<file path="config.mk">
export PLATFORM = sky130hd
export DESIGN_NAME = soft_timer_bank_with_blinker_unit
export DESIGN_NICKNAME = d
export VERILOG_FILES = /design/src/design/stb_pkg.sv /design/src/design/stb_ctrl.sv /design/src/design/stb_datapath.sv /design/src/design/soft_timer_bank_with_blinker_unit.sv
export SDC_FILE = /design/constraint.sdc
export NUM_CORES = 1
export LEC_CHECK = 0
export BUFFER_PORTS_ARGS = -buffer_cell sky130_fd_sc_hd__buf_2
export CAP_MARGIN = 20
export CORE_MARGIN = 2
export CORE_UTILIZATION = 56
export CTS_CLUSTER_SIZE = 24
export DETAILED_ROUTE_END_ITERATION = 10
export HOLD_SLACK_MARGIN = 0.06
export PLACE_DENSITY = 0.76
export SYNTH_ARGS = -nofsm -noshare
export SYNTH_HDL_FRONTEND = slang
export SYNTH_SLANG_ARGS = --single-unit
export TNS_END_PERCENT = 5
</file>
<file path="constraint.sdc">
create_clock -name clk_i -period 4.8 [get_ports clk_i]
set_input_delay 0.24 -clock clk_i [delete_from_list [all_inputs] [get_ports clk_i]]
set_output_delay 0.24 -clock clk_i [all_outputs]
set_load 0.02 [all_outputs]
</file>
<file path="src/design/stb_pkg.sv">
`timescale 1ns / 1ps
`default_nettype none
// ----------------------------------------------------------------------------
// stb_pkg
// shared types and constants of the soft timer bank with led blinker
// ----------------------------------------------------------------------------
package stb_pkg;

  localparam int REQ_W  = 3;
  localparam int ID_W   = 3;
  localparam int CFG_W  = 16;
  localparam int RIDX_W = 3;
  localparam int AR_W   = 5;
  localparam int OUT_W  = 16;

  // request codes
  typedef enum logic [REQ_W-1:0] {
    REQ_TICK   = 3'd0,
    REQ_START  = 3'd1,
    REQ_STOP   = 3'd2,
    REQ_CHECK  = 3'd3,
    REQ_STATUS = 3'd4,
    REQ_LED    = 3'd5
  } stb_req_e;

  // register indexes, periods sit at 0 up to the timer count less one
  localparam logic [RIDX_W-1:0] REG_AUTO_RELOAD = 3'd5;
  localparam logic [RIDX_W-1:0] REG_BLINK_SLOW  = 3'd6;
  localparam logic [RIDX_W-1:0] REG_BLINK_FAST  = 3'd7;

  localparam logic [CFG_W-1:0] PERIOD_RESET     = 16'd100;
  localparam logic [CFG_W-1:0] BLINK_SLOW_RESET = 16'd50;
  localparam logic [CFG_W-1:0] BLINK_FAST_RESET = 16'd12;

  typedef enum logic [1:0] {
    ST_IDLE,
    ST_TICK,
    ST_EXEC,
    ST_FINISH
  } stb_state_e;

  // controller to datapath
  typedef struct packed {
    logic accept;
    logic tick_step;
    logic exec;
    logic load_out;
  } stb_cmd_t;

  // datapath to controller
  typedef struct packed {
    logic new_is_tick;
    logic last_slot;
    logic out_busy;
  } stb_sts_t;

endpackage
`default_nettype wire

</file>
<file path="src/design/stb_ctrl.sv">
`timescale 1ns / 1ps
`default_nettype none
// ----------------------------------------------------------------------------
// stb_ctrl
// sequencer: accept a word, walk the tick slots or run one command, hand off
// ----------------------------------------------------------------------------
module stb_ctrl (
  input  wire logic             clk_i,
  input  wire logic             rst_ni,
  input  wire logic             in_valid_i,
  input  wire stb_pkg::stb_sts_t sts_i,
  output stb_pkg::stb_cmd_t     cmd_o,
  output logic                  in_stall_o
);
  import stb_pkg::*;

  stb_state_e state_q, state_d;

  always_ff @(posedge clk_i or negedge rst_ni) begin
    if (!rst_ni) begin
      state_q <= ST_IDLE;
    end else begin
      state_q <= state_d;
    end
  end

  always_comb begin
    state_d = state_q;
    unique case (state_q)
      ST_IDLE: begin
        if (in_valid_i) begin
          state_d = sts_i.new_is_tick ? ST_TICK : ST_EXEC;
        end
      end
      ST_TICK: begin
        if (sts_i.last_slot) begin
          state_d = ST_FINISH;
        end
      end
      ST_EXEC: state_d = ST_FINISH;
      ST_FINISH: begin
        if (!sts_i.out_busy) begin
          state_d = ST_IDLE;
        end
      end
      default: state_d = ST_IDLE;
    endcase
  end

  always_comb begin
    cmd_o      = '0;
    in_stall_o = 1'b1;
    unique case (state_q)
      ST_IDLE: begin
        in_stall_o   = 1'b0;
        cmd_o.accept = in_valid_i;
      end
      ST_TICK:   cmd_o.tick_step = 1'b1;
      ST_EXEC:   cmd_o.exec      = 1'b1;
      ST_FINISH: cmd_o.load_out  = !sts_i.out_busy;
      default:   cmd_o           = '0;
    endcase
  end

`ifndef ASSERT_OFF
  a_accept_idle: assert property (@(posedge clk_i) disable iff (!rst_ni)
    cmd_o.accept |=> (state_q == ST_TICK || state_q == ST_EXEC))
    else $error("accepted word did not start work");
  a_exec_one: assert property (@(posedge clk_i) disable iff (!rst_ni)
    state_q == ST_EXEC |=> state_q == ST_FINISH)
    else $error("command took more than one cycle");
  a_load_free: assert property (@(posedge clk_i) disable iff (!rst_ni)
    cmd_o.load_out |=> state_q == ST_IDLE)
    else $error("result handoff did not return to idle");
`endif

endmodule
`default_nettype wire

</file>
<file path="src/design/stb_datapath.sv">
`timescale 1ns / 1ps
`default_nettype none
// ----------------------------------------------------------------------------
// stb_datapath
// timer state, shared decrementer, command execution and result register
// ----------------------------------------------------------------------------
module stb_datapath #(
  parameter int NUM_TIMERS  = 5,
  parameter int COUNT_WIDTH = 16
) (
  input  wire logic                                   clk_i,
  input  wire logic                                   rst_ni,
  input  wire stb_pkg::stb_cmd_t                      cmd_i,
  output stb_pkg::stb_sts_t                           sts_o,
  input  wire logic [stb_pkg::REQ_W-1:0]              req_type_i,
  input  wire logic [stb_pkg::ID_W-1:0]               timer_id_i,
  input  wire logic                                   fast_rate_i,
  input  wire logic [NUM_TIMERS-1:0][stb_pkg::CFG_W-1:0] period_i,
  input  wire logic [NUM_TIMERS-1:0]                  ar_mask_i,
  input  wire logic [stb_pkg::CFG_W-1:0]              blink_slow_i,
  input  wire logic [stb_pkg::CFG_W-1:0]              blink_fast_i,
  input  wire logic                                   out_stall_i,
  output logic                                        out_valid_o,
  output logic                                        expired_o,
  output logic [stb_pkg::OUT_W-1:0]                   remaining_o,
  output logic                                        running_o,
  output logic                                        led_level_o,
  output logic                                        id_ok_o
);
  import stb_pkg::*;

  localparam int IDX_W = $clog2(NUM_TIMERS + 1);
  localparam int TW    = (NUM_TIMERS > 1) ? $clog2(NUM_TIMERS) : 1;

  logic [NUM_TIMERS-1:0][COUNT_WIDTH-1:0] count_q;
  logic [NUM_TIMERS-1:0]                  on_q, flag_q;
  logic [COUNT_WIDTH-1:0]                 led_count_q, led_reload_q;
  logic                                   led_out_q;
  logic [IDX_W-1:0]                       idx_q;
  logic [REQ_W-1:0]                       req_q;
  logic                                   fast_q, ok_q;
  logic                                   res_exp_q, res_run_q;
  logic [OUT_W-1:0]                       res_rem_q;
  logic                                   out_valid_q;

  logic [TW-1:0]          tidx;
  logic                   is_led, hit, ok_in;
  logic [COUNT_WIDTH-1:0] cur, dec, reload, led_sel;
  logic [ID_W-1:0]        id_m1;

  assign tidx    = idx_q[TW-1:0];
  assign is_led  = (idx_q == IDX_W'(NUM_TIMERS));
  assign ok_in   = (timer_id_i != '0) && (timer_id_i <= ID_W'(NUM_TIMERS));
  assign id_m1   = timer_id_i - ID_W'(1);
  assign reload  = COUNT_WIDTH'(period_i[tidx]);
  assign led_sel = COUNT_WIDTH'(fast_q ? blink_fast_i : blink_slow_i);

  // shared decrementer for timer slots and the led slot
  always_comb begin
    cur = is_led ? led_count_q : count_q[tidx];
    dec = (cur != '0) ? cur - COUNT_WIDTH'(1) : cur;
    hit = (dec == '0);
  end

  assign sts_o.new_is_tick = (req_type_i == REQ_TICK);
  assign sts_o.last_slot   = is_led;
  assign sts_o.out_busy    = out_valid_q && out_stall_i;

  always_ff @(posedge clk_i or negedge rst_ni) begin
    if (!rst_ni) begin
      count_q      <= '0;
      on_q         <= '0;
      flag_q       <= '0;
      led_count_q  <= COUNT_WIDTH'(BLINK_FAST_RESET);
      led_reload_q <= COUNT_WIDTH'(BLINK_FAST_RESET);
      led_out_q    <= 1'b0;
      idx_q        <= '0;
    end else begin
      if (cmd_i.accept) begin
        idx_q <= (req_type_i == REQ_TICK) ? '0 : IDX_W'(id_m1);
      end
      if (cmd_i.tick_step) begin
        idx_q <= idx_q + IDX_W'(1);
        if (is_led) begin
          led_count_q <= hit ? led_reload_q : dec;
          if (hit) begin
            led_out_q <= !led_out_q;
          end
        end else if (on_q[tidx]) begin
          // expiry: reload with auto-reload, otherwise park at zero and stop
          if (hit) begin
            flag_q[tidx]  <= 1'b1;
            on_q[tidx]    <= ar_mask_i[tidx];
            count_q[tidx] <= ar_mask_i[tidx] ? reload : '0;
          end else begin
            count_q[tidx] <= dec;
          end
        end
      end
      if (cmd_i.exec) begin
        unique case (req_q)
          REQ_START: begin
            if (ok_q) begin
              count_q[tidx] <= reload;
              flag_q[tidx]  <= 1'b0;
              on_q[tidx]    <= 1'b1;
            end
          end
          REQ_STOP: begin
            if (ok_q) begin
              count_q[tidx] <= '0;
              flag_q[tidx]  <= 1'b0;
              on_q[tidx]    <= 1'b0;
            end
          end
          REQ_CHECK: begin
            if (ok_q) begin
              flag_q[tidx] <= 1'b0;
            end
          end
          REQ_LED: begin
            led_reload_q <= led_sel;
            led_count_q  <= led_sel;
          end
          default: ;
        endcase
      end
    end
  end

  // latched word and pending result fields
  always_ff @(posedge clk_i) begin
    if (cmd_i.accept) begin
      req_q     <= req_type_i;
      fast_q    <= fast_rate_i;
      ok_q      <= ok_in;
      res_exp_q <= 1'b0;
      res_run_q <= 1'b0;
      res_rem_q <= '0;
    end
    if (cmd_i.exec && ok_q) begin
      if (req_q == REQ_CHECK) begin
        res_exp_q <= flag_q[tidx];
      end
      if (req_q == REQ_STATUS) begin
        res_rem_q <= OUT_W'(count_q[tidx]);
        res_run_q <= on_q[tidx];
      end
    end
  end

  // output register
  always_ff @(posedge clk_i or negedge rst_ni) begin
    if (!rst_ni) begin
      out_valid_q <= 1'b0;
    end else if (cmd_i.load_out) begin
      out_valid_q <= 1'b1;
    end else if (!out_stall_i) begin
      out_valid_q <= 1'b0;
    end
  end

  always_ff @(posedge clk_i) begin
    if (cmd_i.load_out) begin
      expired_o   <= res_exp_q;
      remaining_o <= res_rem_q;
      running_o   <= res_run_q;
      led_level_o <= led_out_q;
      id_ok_o     <= ok_q;
    end
  end

  assign out_valid_o = out_valid_q;

`ifndef ASSERT_OFF
  a_load_when_free: assert property (@(posedge clk_i) disable iff (!rst_ni)
    cmd_i.load_out |-> !(out_valid_q && out_stall_i))
    else $error("result register overwritten while stalled");
  a_load_valid: assert property (@(posedge clk_i) disable iff (!rst_ni)
    cmd_i.load_out |=> out_valid_q)
    else $error("result not shown after handoff");
  a_tick_range: assert property (@(posedge clk_i) disable iff (!rst_ni)
    cmd_i.tick_step |-> idx_q <= IDX_W'(NUM_TIMERS))
    else $error("tick slot index out of range");
  a_exec_not_tick: assert property (@(posedge clk_i) disable iff (!rst_ni)
    cmd_i.exec |-> req_q != REQ_TICK)
    else $error("tick word sent to command path");
`endif

endmodule
`default_nettype wire

</file>
<file path="src/design/soft_timer_bank_with_blinker_unit.sv">
`timescale 1ns / 1ps
`default_nettype none
// sequence: a command word is accepted, executed and then loaded into the result register; a tick
//   word is accepted, then one decrementer visits each timer and then the led counter,
//   one slot per cycle, before the result register is loaded
// throughput: one word at a time, the next word is taken once the result is handed off
// reset: async active low; counts, enables and flags clear, led counter and reload
//   load the fast rate reset value, registers take their reset values
// ----------------------------------------------------------------------------
// soft_timer_bank_with_blinker_unit
// bank of numbered down-count timers with an led blink divider
// ----------------------------------------------------------------------------
module soft_timer_bank_with_blinker_unit #(
  parameter int NUM_TIMERS  = 5,
  parameter int COUNT_WIDTH = 16
) (
  input  wire logic                         clk_i,
  input  wire logic                         rst_ni,
  // request channel
  input  wire logic                         in_valid_i,
  output logic                              in_stall_o,
  input  wire logic [stb_pkg::REQ_W-1:0]    req_type_i,
  input  wire logic [stb_pkg::ID_W-1:0]     timer_id_i,
  input  wire logic                         fast_rate_i,
  // result channel
  output logic                              out_valid_o,
  input  wire logic                         out_stall_i,
  output logic                              expired_o,
  output logic [stb_pkg::OUT_W-1:0]         remaining_o,
  output logic                              running_o,
  output logic                              led_level_o,
  output logic                              id_ok_o,
  // register write channel
  input  wire logic                         cfg_valid_i,
  output logic                              cfg_ready_o,
  input  wire logic [stb_pkg::RIDX_W-1:0]   cfg_index_i,
  input  wire logic [stb_pkg::CFG_W-1:0]    cfg_data_i
);
  import stb_pkg::*;

  localparam int TW = (NUM_TIMERS > 1) ? $clog2(NUM_TIMERS) : 1;

  // configuration registers
  logic [NUM_TIMERS-1:0][CFG_W-1:0] period_q;
  logic [AR_W-1:0]                  ar_mask_q;
  logic [CFG_W-1:0]                 blink_slow_q, blink_fast_q;

  stb_cmd_t cmd;
  stb_sts_t sts;

  // writes are always taken; indexes past the timer count and below the
  // auto-reload register fall through and are dropped
  assign cfg_ready_o = 1'b1;

  always_ff @(posedge clk_i or negedge rst_ni) begin
    if (!rst_ni) begin
      period_q     <= {NUM_TIMERS{PERIOD_RESET}};
      ar_mask_q    <= '0;
      blink_slow_q <= BLINK_SLOW_RESET;
      blink_fast_q <= BLINK_FAST_RESET;
    end else if (cfg_valid_i) begin
      if (cfg_index_i < RIDX_W'(NUM_TIMERS)) begin
        period_q[cfg_index_i[TW-1:0]] <= cfg_data_i;
      end else if (cfg_index_i == REG_AUTO_RELOAD) begin
        ar_mask_q <= cfg_data_i[AR_W-1:0];
      end else if (cfg_index_i == REG_BLINK_SLOW) begin
        blink_slow_q <= cfg_data_i;
      end else if (cfg_index_i == REG_BLINK_FAST) begin
        blink_fast_q <= cfg_data_i;
      end
    end
  end

  // sequencer
  stb_ctrl u_ctrl (
    .clk_i      (clk_i),
    .rst_ni     (rst_ni),
    .in_valid_i (in_valid_i),
    .sts_i      (sts),
    .cmd_o      (cmd),
    .in_stall_o (in_stall_o)
  );

  // timer state, decrementer and result register
  stb_datapath #(
    .NUM_TIMERS  (NUM_TIMERS),
    .COUNT_WIDTH (COUNT_WIDTH)
  ) u_datapath (
    .clk_i        (clk_i),
    .rst_ni       (rst_ni),
    .cmd_i        (cmd),
    .sts_o        (sts),
    .req_type_i   (req_type_i),
    .timer_id_i   (timer_id_i),
    .fast_rate_i  (fast_rate_i),
    .period_i     (period_q),
    .ar_mask_i    (ar_mask_q[NUM_TIMERS-1:0]),
    .blink_slow_i (blink_slow_q),
    .blink_fast_i (blink_fast_q),
    .out_stall_i  (out_stall_i),
    .out_valid_o  (out_valid_o),
    .expired_o    (expired_o),
    .remaining_o  (remaining_o),
    .running_o    (running_o),
    .led_level_o  (led_level_o),
    .id_ok_o      (id_ok_o)
  );

endmodule
`default_nettype wire

</file>
======== Word level (Yosys, flattened, before mapping) ========
Cells that the tools add are included.
operators by class
  reduce and logical (&&, ||, !) cells .... 21
  bitwise gates (word level) .............. 10
  eq/ne operators ......................... 16
  $add $sub $neg .......................... 3
  $lt $le $gt $ge ......................... 6
  muxes and demuxes ....................... 77
operators by type and width
  kind                                                                    number
  80-bit 2-to-1 mux                                                       7
  80-bit bitwise mux                                                      4
  16-bit 2-to-1 mux                                                       16
  80-bit case mux with 2 select lines                                     1
  16-bit binary-select mux with 3-bit select                              2
  16-bit demux with 3-bit select                                          2
  80-bit AND                                                              1
  80-bit NOT                                                              1
  5-bit 2-to-1 mux                                                        14
  3-bit equality test (second input constant)                             6
  1-bit 2-to-1 mux                                                        17
  16-bit logical NOT                                                      1
  16-bit nonzero test                                                     1
  16-bit by 1-bit subtractor with 16-bit output (second input constant)   1
  5-bit AND                                                               2
  5-bit bitwise OR                                                        2
  5-bit case mux with 2 select lines                                      1
  1-bit binary-select mux with 3-bit select                               3
  3-bit 2-to-1 mux                                                        3
  3-bit AND reduction                                                     3
  3-bit by 4-bit < comparator with 1-bit output (second input constant)   2
  2-bit 2-to-1 mux                                                        4
  2-bit case mux with 4 select lines                                      1
  3-bit by 2-bit equality test with 1-bit output (second input constant)  2
  other kinds (24)                                                        36
storage, ports and cells
  output and inout bits ................... 23
  input bits .............................. 31
  register bits after elaboration ......... 289

======== Depth between registers and ports, before layout ========
Gate-level depths: netlist (run 1).
  depth after elaboration ................. 14
  mapped depth ............................ 25
  depth with buffers taken out ............ 16

======== By module ========
Synthesis (run 1) repeated with hierarchy kept, for this count alone.
second synthesis, totals
  cell total of the unflattened synthesis .. 1,597
  area total of the unflattened synthesis .. 16,118.0 um2
by module, submodules not included
  module                             seq. area each (um2)  area an instance (um2)  instances  cells an instance
  stb_datapath                       4,294.1               11,375.9                1          1,319
  soft_timer_bank_with_blinker_unit  2,952.8               4,543.1                 1          258
  stb_ctrl                           50.0                  198.9                   1          20

======== Worst setup path before layout (run 1) ========
OpenSTA, ideal clock, no wires.
  path type ............................... register to register
  from .................................... register u_datapath.idx_q[1]
  to ...................................... register u_datapath.count_q[77] in the netlist's numbering
  buffers on the path ..................... 8
  cell stages (with the launch flop) ...... 23
  arrival time ............................ 5.150 ns
  setup slack ............................. -0.486 ns
  clock period less this slack ............ 5.286 ns
  required time ........................... 4.664 ns
  cell sequence ........................... dfrtp_1 > buf_6 > buf_6 > buf_6 > inv_2 > clkbuf_1 > ha_1 > clkbuf_1 > clkbuf_1 > o311ai_0 > o31ai_2 > ha_1 > a21boi_0 > nand4_1 > or4b_4 > buf_6 > o2111ai_1 > xnor2_1 > nand4_2 > or4_1 > buf_2 > a221oi_1 > o22ai_1
between the ends
  cells in the longest elaborated chain, start to end .. 14
RTL lines
  item                                                                                         RTL line                                  source
  start, declared                                                                              stb_datapath.sv:39                        logic [IDX_W-1:0] idx_q;
  start signal, assigned                                                                       stb_datapath.sv:80                        idx_q <= (req_type_i == REQ_TICK) ? '0 : IDX_W'(id_m1);
  start signal, assigned                                                                       stb_datapath.sv:83                        idx_q <= idx_q + IDX_W'(1);
  16-bit binary-select mux with 3-bit select                                                   stb_datapath.sv:60                        cur = is_led ? led_count_q : count_q[tidx];
  16-bit 2-to-1 mux (not written as such)                                                      stb_datapath.sv:60
  16-bit 2-to-1 mux                                                                            stb_datapath.sv:60
  16-bit by 1-bit subtractor with 16-bit output / 16-bit nonzero test (equally long branches)  stb_datapath.sv:61                        dec = (cur != '0) ? cur - COUNT_WIDTH'(1) : cur;
  16-bit 2-to-1 mux                                                                            stb_datapath.sv:61
  16-bit logical NOT / 80-bit bitwise mux (equally long branches)                              stb_datapath.sv:62, stb_datapath.sv:96
  80-bit 2-to-1 mux                                                                            stb_datapath.sv:91                        if (hit) begin
  80-bit 2-to-1 mux                                                                            stb_datapath.sv:89                        end else if (on_q[tidx]) begin
  80-bit 2-to-1 mux                                                                            stb_datapath.sv:84                        if (is_led) begin
  80-bit 2-to-1 mux                                                                            stb_datapath.sv:82                        if (cmd_i.tick_step) begin
  80-bit AND (no source line) / 80-bit bitwise mux (equally long branches)                     -
  80-bit 2-to-1 mux (on tied branches)                                                         stb_datapath.sv:110, stb_datapath.sv:103
  80-bit case mux with 2 select lines                                                          stb_datapath.sv:101                       unique case (req_q)
  80-bit 2-to-1 mux (*)                                                                        stb_datapath.sv:100                       if (cmd_i.exec) begin
  end signal, assigned by index                                                                stb_datapath.sv:94                        count_q[tidx] <= ar_mask_i[tidx] ? reload : '0;
  end signal, assigned by index                                                                stb_datapath.sv:104                       count_q[tidx] <= reload;
  end, declared                                                                                stb_datapath.sv:35                        logic [NUM_TIMERS-1:0][COUNT_WIDTH-1:0] count_q;
Every way passes the cells marked *; elsewhere a longest branch is shown, timed or not. The select of a mux whose other input is x is not followed.
A chain may end at the register's enable or synchronous reset.

======== Worst setup path after layout (run 1) ========
  from .................................... register u_datapath.idx_q[1]
  to ...................................... register u_datapath.count_q[56] in the netlist's numbering
The elaborated chain is that of the path after synthesis.

==> results by group, run 1 <==
Timing
  – Final slew viol count: 0
  – Clock period minus worst slack: 4.668 ns
  – Clock Skew: 0.01031 ns
  – Fmax: 214.2 MHz
  – Hold Fails Final Rpt: 0
  – Slack of the critical path: 0.1324 ns
  – Setup violations, final: 0
  – Max-Slew Margin vs Limit: 27.54%
  – Measured slew at the worst slew-check pin: 1.086 ns
  – Fin crit share: 97.24%
  – RSZ-0062 raised after global routing: true

Yosys
  – Synth warnings: 0
  – Synth async-reset ratio: 85.12%
  – Syn Area/Cell: 10.50 sq um
  – Post-synthesis sequential area ratio: 49.09%
  – Number of flops mapped to enable cells by yosys: 25
  – Syn Inst Count: 1415
  – Synthesis-stage register bit count: 289
  – Synthesized Nets: 1458
  – Distinct cells, synth: 89
  – Synthesized area: 14860 sq um
  – Top FF cell, synth: dfrtp_1

Worst setup path
  – Critical Path, Cell by Cell: mux2_2 -> a22o_1 -> o31ai_2 -> ha_2 -> a21boi_0 -> nand4_1 -> or4b_4 -> or2_1 -> buf_4 -> a21oi_4 -> buf_4 -> nand3_1 -> buf_4 -> nor4_2 -> o22ai_1 -> o22ai_1
  – Cells on worst reg2reg path: 16
  – R2R Path Start: u_datapath.idx_q[1]
  – Critical path data arrival time: 5.14 ns
  – Critical Path Most Common Cell: buf_4
  – CP peak stage delay: 0.64 ns
  – Crit path max fanout: 16
  – Setup crit end kind: flip-flop
  – CP max stage cell: or4b_4
  – Crit path from: u_datapath.idx_q[1]
  – CP Launch Type: flip-flop
  – Worst EP required: 5.27 ns
  – Kind of critical path: flip-flop to flip-flop

Worst hold path
  – Hold path depth: 4
  – Min-delay src: in_valid_i
  – Hold WC Path Type: primary input to flip-flop

CTS
  – Post-CTS setup buffer count: 0
  – Clk root buf: clkbuf_16
  – Clock sinks: 289
  – Clock transition at the registers of the reported paths: 0.06 ns
  – Largest buffer count on any clock path: 3
  – Number of CTS-inserted buffers: 31
  – CTS HTree Levels: 1
  – Skew-Pair Late Insertion Delay: 0.58 ns
  – CTS tree: done

Routing
  – Vias per cell: 6.751
  – Drt pass-1 iters: 5
  – WL final: 47.15 mm
  – DRC: 0
  – WL/cell: 25.19 um
  – Initial detailed-routing violation count: 1416
  – Vias: 12.64k
  – Post-route ant nets: 0

Cells and area
  – ANT cells: 0
  – Non-filler instance count after layout: 1872
  – Net count, final: 1555
  – P&R area growth vs syn: 15.92%
  – Layout cells sized above 1: 26.35%

Power and ir drop
  – Leak pwr: 6.949 nW
  – Worst vdd ir: 0.0004477 V
  – Power Dens Cells: 691.7 nW/um^2

Die
  – Die Y: 166.9 um
  – Cell row count: 59
  – IO Pins: 54
  – Die Area: 27860 sq um
  – Core area: 26060 sq um
  – Starting Density: 57.04%
  – Die width: 166.9 um

Placed design
  – Placement Setup Slack: 0.08190 ns
  – Final HPWL DP: 32.26 mm
  – PortBufs: 52
  – GPL Wtd Cong: 0.9685
  – Cells after DPL: 1785

Outcome
  – Status: complete, no violations

Global route
  – GRT Overall Usage: 33.45%
  – Largest net degree at the start of global routing: 117
  – Initial antenna violation count: 0
  – First-pass GRT wire length: 72.56 mm
  – Congestion Overflow GR: 0
  – Vias in the first global route: 12.36k

Job
  – Max cap viols: 0
[path summary, 6_finish.rpt]
| kind | slack (ns) | endpoint |
|---|---|---|
| worst max-delay path | 0.13 | u_datapath.count_q[56] |
| worst min-delay path | 0.11 | u_ctrl.state_q[1] |
| worst max register to register | 0.13 | u_datapath.count_q[56] |
| worst min register to register | 0.43 | u_datapath.remaining_o[0] |
| max in group asynchronous | 3.18 | u_datapath.count_q[51] |
| min in group asynchronous | 0.31 | period_q[59] |
[area by class of cell]
type                    instances  area, sq um
clock buffers                  43        860.8
clock inverters                15        217.7
fillers                      1996         8828
inverters                      22        82.58
multi-input cells            1006         7124
flip-flops and latches        289         7303
well taps                     335        419.2
repair buffers                162         1222
[stage by stage]
stage                     power, mW  hold slack, ns  setup TNS, ns  utilization (%)  instance area [sq um]
after floorplan               7.113        -0.05559              0                -                  14910
after global placement        9.053          0.3694              0            60.65                  15810
after detailed placement      9.149          0.3744              0            60.65                  15810
after CTS                     11.73         0.08623              0            65.71                  17120
after global routing          12.43          0.1321        -0.4893            66.12                  17230
final                         11.92          0.1127              0            66.12                  17230
[synthesized netlist by cell type (9+ instances only)]
cell type,instances,area share (%)
buf_1,9,0.23
clkbuf_1,63,1.6
o2bb2ai_1,9,0.53
nand2_1,163,4.1
buf_2,16,0.54
o21ai_0,66,2.2
mux2i_1,44,3.0
o311ai_0,9,0.53
mux2_2,123,9.3
o22ai_1,119,5.0
a211oi_1,9,0.45
a22oi_1,15,0.76
dfrtp_1,222,37
o21a_1,22,1.1
inv_1,21,0.53
dfxtp_1,18,2.4
edfxtp_1,25,5.1
nand3_1,27,0.91
a31oi_1,23,0.97
nor3_1,12,0.40
nor4_2,11,0.93
dfstp_2,24,4.2
nor2_1,102,2.6
a21oi_1,56,1.9
a22o_1,14,0.82
ha_1,12,1.0
[worst max-delay path: cells and delay by family, from the launching register on]
kind | cells | cell delay, ns
simple gates | 5 | 1.70
compound gates | 6 | 1.11
buf+inv | 3 | 0.61
flops | 1 | 0.54
mux | 1 | 0.37
fa+ha+maj | 1 | 0.22
[layer usage]
metal,up-vias,GRT usage [%],part of all wire (%)
li1,5493,-,-
met1,6257,45.85,39
met2,747,52.84,46
met3,140,6.725,11
met4,0,12.78,3.8
met5,-,0,0
[flip-flops by register name (all words and copies together) (netlist names), 2 cells and up]
register and count:
u_datapath.res_rem_q 16, blink_slow_q 16, u_datapath.flag_q 5, u_datapath.remaining_o 16, u_datapath.led_reload_q 16, period_q 80
blink_fast_q 16, u_datapath.on_q 5, ar_mask_q 5, u_datapath.idx_q 3, u_datapath.req_q 3, u_datapath.count_q 80
u_ctrl.state_q 2, u_datapath.led_count_q 16
[cell usage in the layout (no fill, tap or decap), drive strengths merged, types with 8 or more instances in the layout]
cell type,n
o31ai,10
a22oi,15
dfrtp,222
edfxtp,25
dfstp,24
inv,23
nand2,163
nand4,8
a31oi,24
nand3,27
clkinv,8
buf,138
o21a,22
mux2i,44
nor2,103
mux4,8
o22ai,119
clkbuf,43
o311ai,9
o21ai,69
a22o,14
nor4,18
dlygate4sd3,24
a21oi,58
nor3,14
mux2,131
o2bb2ai,9
dfxtp,18
ha,12
a211oi,9
[logic make-up (layout without fill, tap and decap cells)]
logic type / after synthesis / count (layout) / synth area share, %
AO/OA/AOI/OAI: 418 / 418 / 19.11
adder cells (fa/ha/maj): 12 / 12 / 1.010
XOR/XNOR: 10 / 10 / 0.6398
other: 1 / 1 / 0.02523
AND/OR/NAND/NOR: 382 / 382 / 12.41
flip-flops: 289 / 289 / 49.09
buffers and inverters: 120 / 242 / 3.594
multiplexers: 183 / 183 / 14.12
[power breakdown]
group	leakage (nW)	switching (mW)	internal [mW]
Clock	0.532	1.02	1.52
Combinational	3.01	3.47	2.09
Sequential	3.41	0.580	3.24
Total	6.95	5.06	6.85
[repair_timing]
action | in CTS | in global routing
hold buffers | 24 | 0
resized for setup | 0 | 4
endpoints found under the setup margin | 0 | 54
endpoints found under the hold margin | 219 | 0
(Power assumes the default switching activity.)
==> run 2, diff against run 1 <==
SYNTH_HIERARCHICAL = 1   (was not set)
==> results by group, run 2 <==
Yosys
  – Syn Area/Cell: 10.09 sq um
  – Most numerous cell in the Yosys netlist: dfrtp_1
  – Area contributors post-synth: dfrtp_1 34%, mux2_2 8.4%, edfxtp_1 4.7%, dfstp_2 3.9%, a21oi_1 3.7%
  – Distinct cells, synth: 106
  – Number of flops mapped to enable cells by yosys: 25
  – Synthesized Nets: 1640
  – Synthesized area: 16120 sq um
  – Syn Inst Count: 1597
  – Synth warnings: 6
  – Synth async-reset ratio: 85.12%
  – Top FF cell, synth: dfrtp_1
  – Share of the synthesized area in the top cell type: 34.47%
  – Post-synthesis sequential area ratio: 45.27%
  – Synthesis-stage register bit count: 289
  – Top cells by count, synth: 222 x dfrtp_1, 154 x nor2_1, 125 x nand2_1
  – Synth area leader: dfrtp_1

Placed design
  – Placement Setup Slack: 0.1079 ns
  – GPL Wtd Cong: 1.019
  – PortBufs: 52
  – Final HPWL DP: 37.09 mm

Timing
  – Clock Skew: 0.01208 ns
  – Max-Slew Margin vs Limit: 16.30%
  – Clock period minus worst slack: 4.619 ns
  – Hold Fails Final Rpt: 0
  – Setup tns final: 0 ns
  – Final slew viol count: 0
  – Measured slew at the worst slew-check pin: 1.247 ns
  – Setup violations, final: 0
  – Fin crit share: 96.24%
  – RSZ-0062 raised after global routing: false
  – Fmax: 216.5 MHz
  – Slack of the critical path: 0.1807 ns

Outcome
  – Status: complete, no violations

Routing
  – Initial detailed-routing violation count: 1727
  – Wire length on met3: 5.972 mm
  – DR top layer: met5
  – Vias: 14.10k
  – Drt pass-1 iters: 8
  – WL final: 54.85 mm
  – Routed met1 length: 20.87 mm
  – DRC: 0
  – Post-route ant nets: 0
  – WL/cell: 26.45 um
  – Vias per cell: 6.798
  – Met2 WL: 24.41 mm

Die
  – Cell row count: 62
  – Core area: 28550 sq um
  – Die Y: 173.7 um
  – Starting Density: 56.46%
  – Die Area: 30150 sq um
  – IO Pins: 54
  – Die width: 173.7 um

Job
  – Max cap viols: 0

Global route
  – Vias in the first global route: 14.09k
  – Largest net degree at the start of global routing: 133
  – Initial antenna violation count: 1
  – GRT Overall Usage: 35.85%
  – First-pass GRT wire length: 83.64 mm
  – Congestion Overflow GR: 0

CTS
  – Clk root buf: clkbuf_16
  – CTS HTree Levels: 1
  – Clock transition at the registers of the reported paths: 0.07 ns
  – Number of CTS-inserted buffers: 31
  – Skew-Pair Late Insertion Delay: 0.59 ns
  – CTS tree: done
  – Clock sinks: 289
  – Largest buffer count on any clock path: 3

Worst hold path
  – Min-delay src: timer_id_i[1]
  – Hold WC Path Type: primary input to flip-flop
  – Worst Hold Path EP: u_datapath/ok_q
  – Hold path depth: 4

Worst setup path
  – CP Launch Type: flip-flop
  – Cells on worst reg2reg path: 13
  – Crit path from: u_datapath/idx_q[1]
  – R2R Path Start: u_datapath/idx_q[1]
  – Register-to-register setup slack: 0.18 ns
  – Worst EP required: 5.30 ns
  – Kind of critical path: flip-flop to flip-flop
  – RR Endpoint: u_datapath/count_q[10]
  – Setup crit end kind: flip-flop
  – Crit path max fanout: 36
  – Critical path data arrival time: 5.12 ns

Cells and area
  – Net count, final: 1708
  – ANT cells: 0
  – P&R area growth vs syn: 13.27%
  – Layout cells sized above 1: 25.03%
  – Top Registers: period_q x80, u_datapath/count_q x80
  – Fill count: 2316
  – Leading cell types in the layout, fill and taps excluded: 219 x dfrtp_1, 154 x nor2_1, 125 x nand2_1
  – Most common cell after layout, fill and taps aside: dfrtp_1

Power and ir drop
  – Worst vdd ir: 0.0007386 V
  – Power Dens Cells: 729.1 nW/um^2
  – Leak pwr: 7.567 nW
## run 2: changes by cell type after synthesis, sizes merged, moves of 19 or more
cell and delta:
a21oi +69, buf +19, nand2 -37, nor2 +52, nor3 +20, o21ai +42, o22ai -93, or3 +28
## run 2: kinds of logic after synthesis
logic type | after synthesis | share of synthesized area, %
AOI/OAI and AO/OA | 451 | 19.00
and+or+nand+nor | 515 | 16.78
other | 1 | 0.02327
DFF | 289 | 45.27
xor gates and xnor gates | 9 | 0.5356
adders and majority gates | 12 | 0.9315
muxes | 189 | 13.44
buffers and inverters | 131 | 4.013
## run 2: how the worst max path moves through the flow
| stage | cells past startpoint | to | slack (ns) |
|---|---|---|---|
| 5_1_grt | 14 | u_datapath/count_q[10] | 0.02 |
| 6_report | 13 | u_datapath/count_q[10] | 0.18 |
| 3_5_place_dp | 12 | u_datapath/count_q[10] | 0.11 |
| 2_1_floorplan | 18 | u_datapath/count_q[53] | 0.01 |
| 4_1_cts | 12 | u_datapath/count_q[10] | 0.09 |
| 3_3_place_gp | 12 | u_datapath/count_q[42] | 0.23 |
## run 2: repair_timing
item	in CTS	in global routing
gates resized for setup	0	4
buffers inserted	0	2
hold buffers	25	0
hold endpoints to repair	251	0
setup endpoints to repair	0	20
## run 2: stage by stage
| stage | util (%) | area (sq um) | hold slack [ns] | cells | total power [mW] |
|---|---|---|---|---|---|
| 2_1_floorplan | - | 16140 | -0.05559 | 1597 | 7.918 |
| 3_3_place_gp | 59.08 | 16870 | 0.4108 | 1985 | 10.33 |
| 3_5_place_dp | 59.13 | 16880 | 0.4191 | 1986 | 10.45 |
| 4_1_cts | 63.69 | 18180 | 0.1956 | 2069 | 12.94 |
| 5_1_grt | 63.95 | 18260 | 0.2440 | 2074 | 13.80 |
| 6_report | 63.95 | 18260 | 0.2185 | 2074 | 13.31 |
## run 2: per-layer routing
| metal | track usage [%] | vias up |
|---|---|---|
| met5 | 0 | - |
| met4 | 19.82 | 2 |
| met3 | 8.070 | 259 |
| met2 | 55.38 | 903 |
| met1 | 47.02 | 6863 |
| li1 | - | 6073 |
## run 2: final cells by class
class	count	area [sq um]	area share (%)
clock buffer	43	880.8	4.825
tap	384	480.5	2.632
timing repair buffer	147	1114	6.100
clock inverter	15	168.9	0.9252
multi-input combinational	1177	8238	45.12
inverter	19	71.32	0.3907
sequential	289	7303	40.00
## run 2: critical path, cell delays in order, from the launching register on
cell and delay [ns]:
dfrtp_2 0.55, inv_1 0.15, ha_4 0.25, nand2_2 0.09, inv_2 0.09, a221o_1 0.38
or4b_1 0.73, nor4_4 0.37, mux2_4 0.34, a2111oi_4 0.37, and4_1 0.35, buf_8 0.29
nand4_1 0.29, a21oi_1 0.26
## run 2: where the power goes
part	switching, mW	internal [mW]	leakage (nW)	total, mW
Sequential	0.607	3.27	3.40	3.88
Clock	1.05	1.40	0.509	2.45
Combinational	4.53	2.45	3.65	6.98
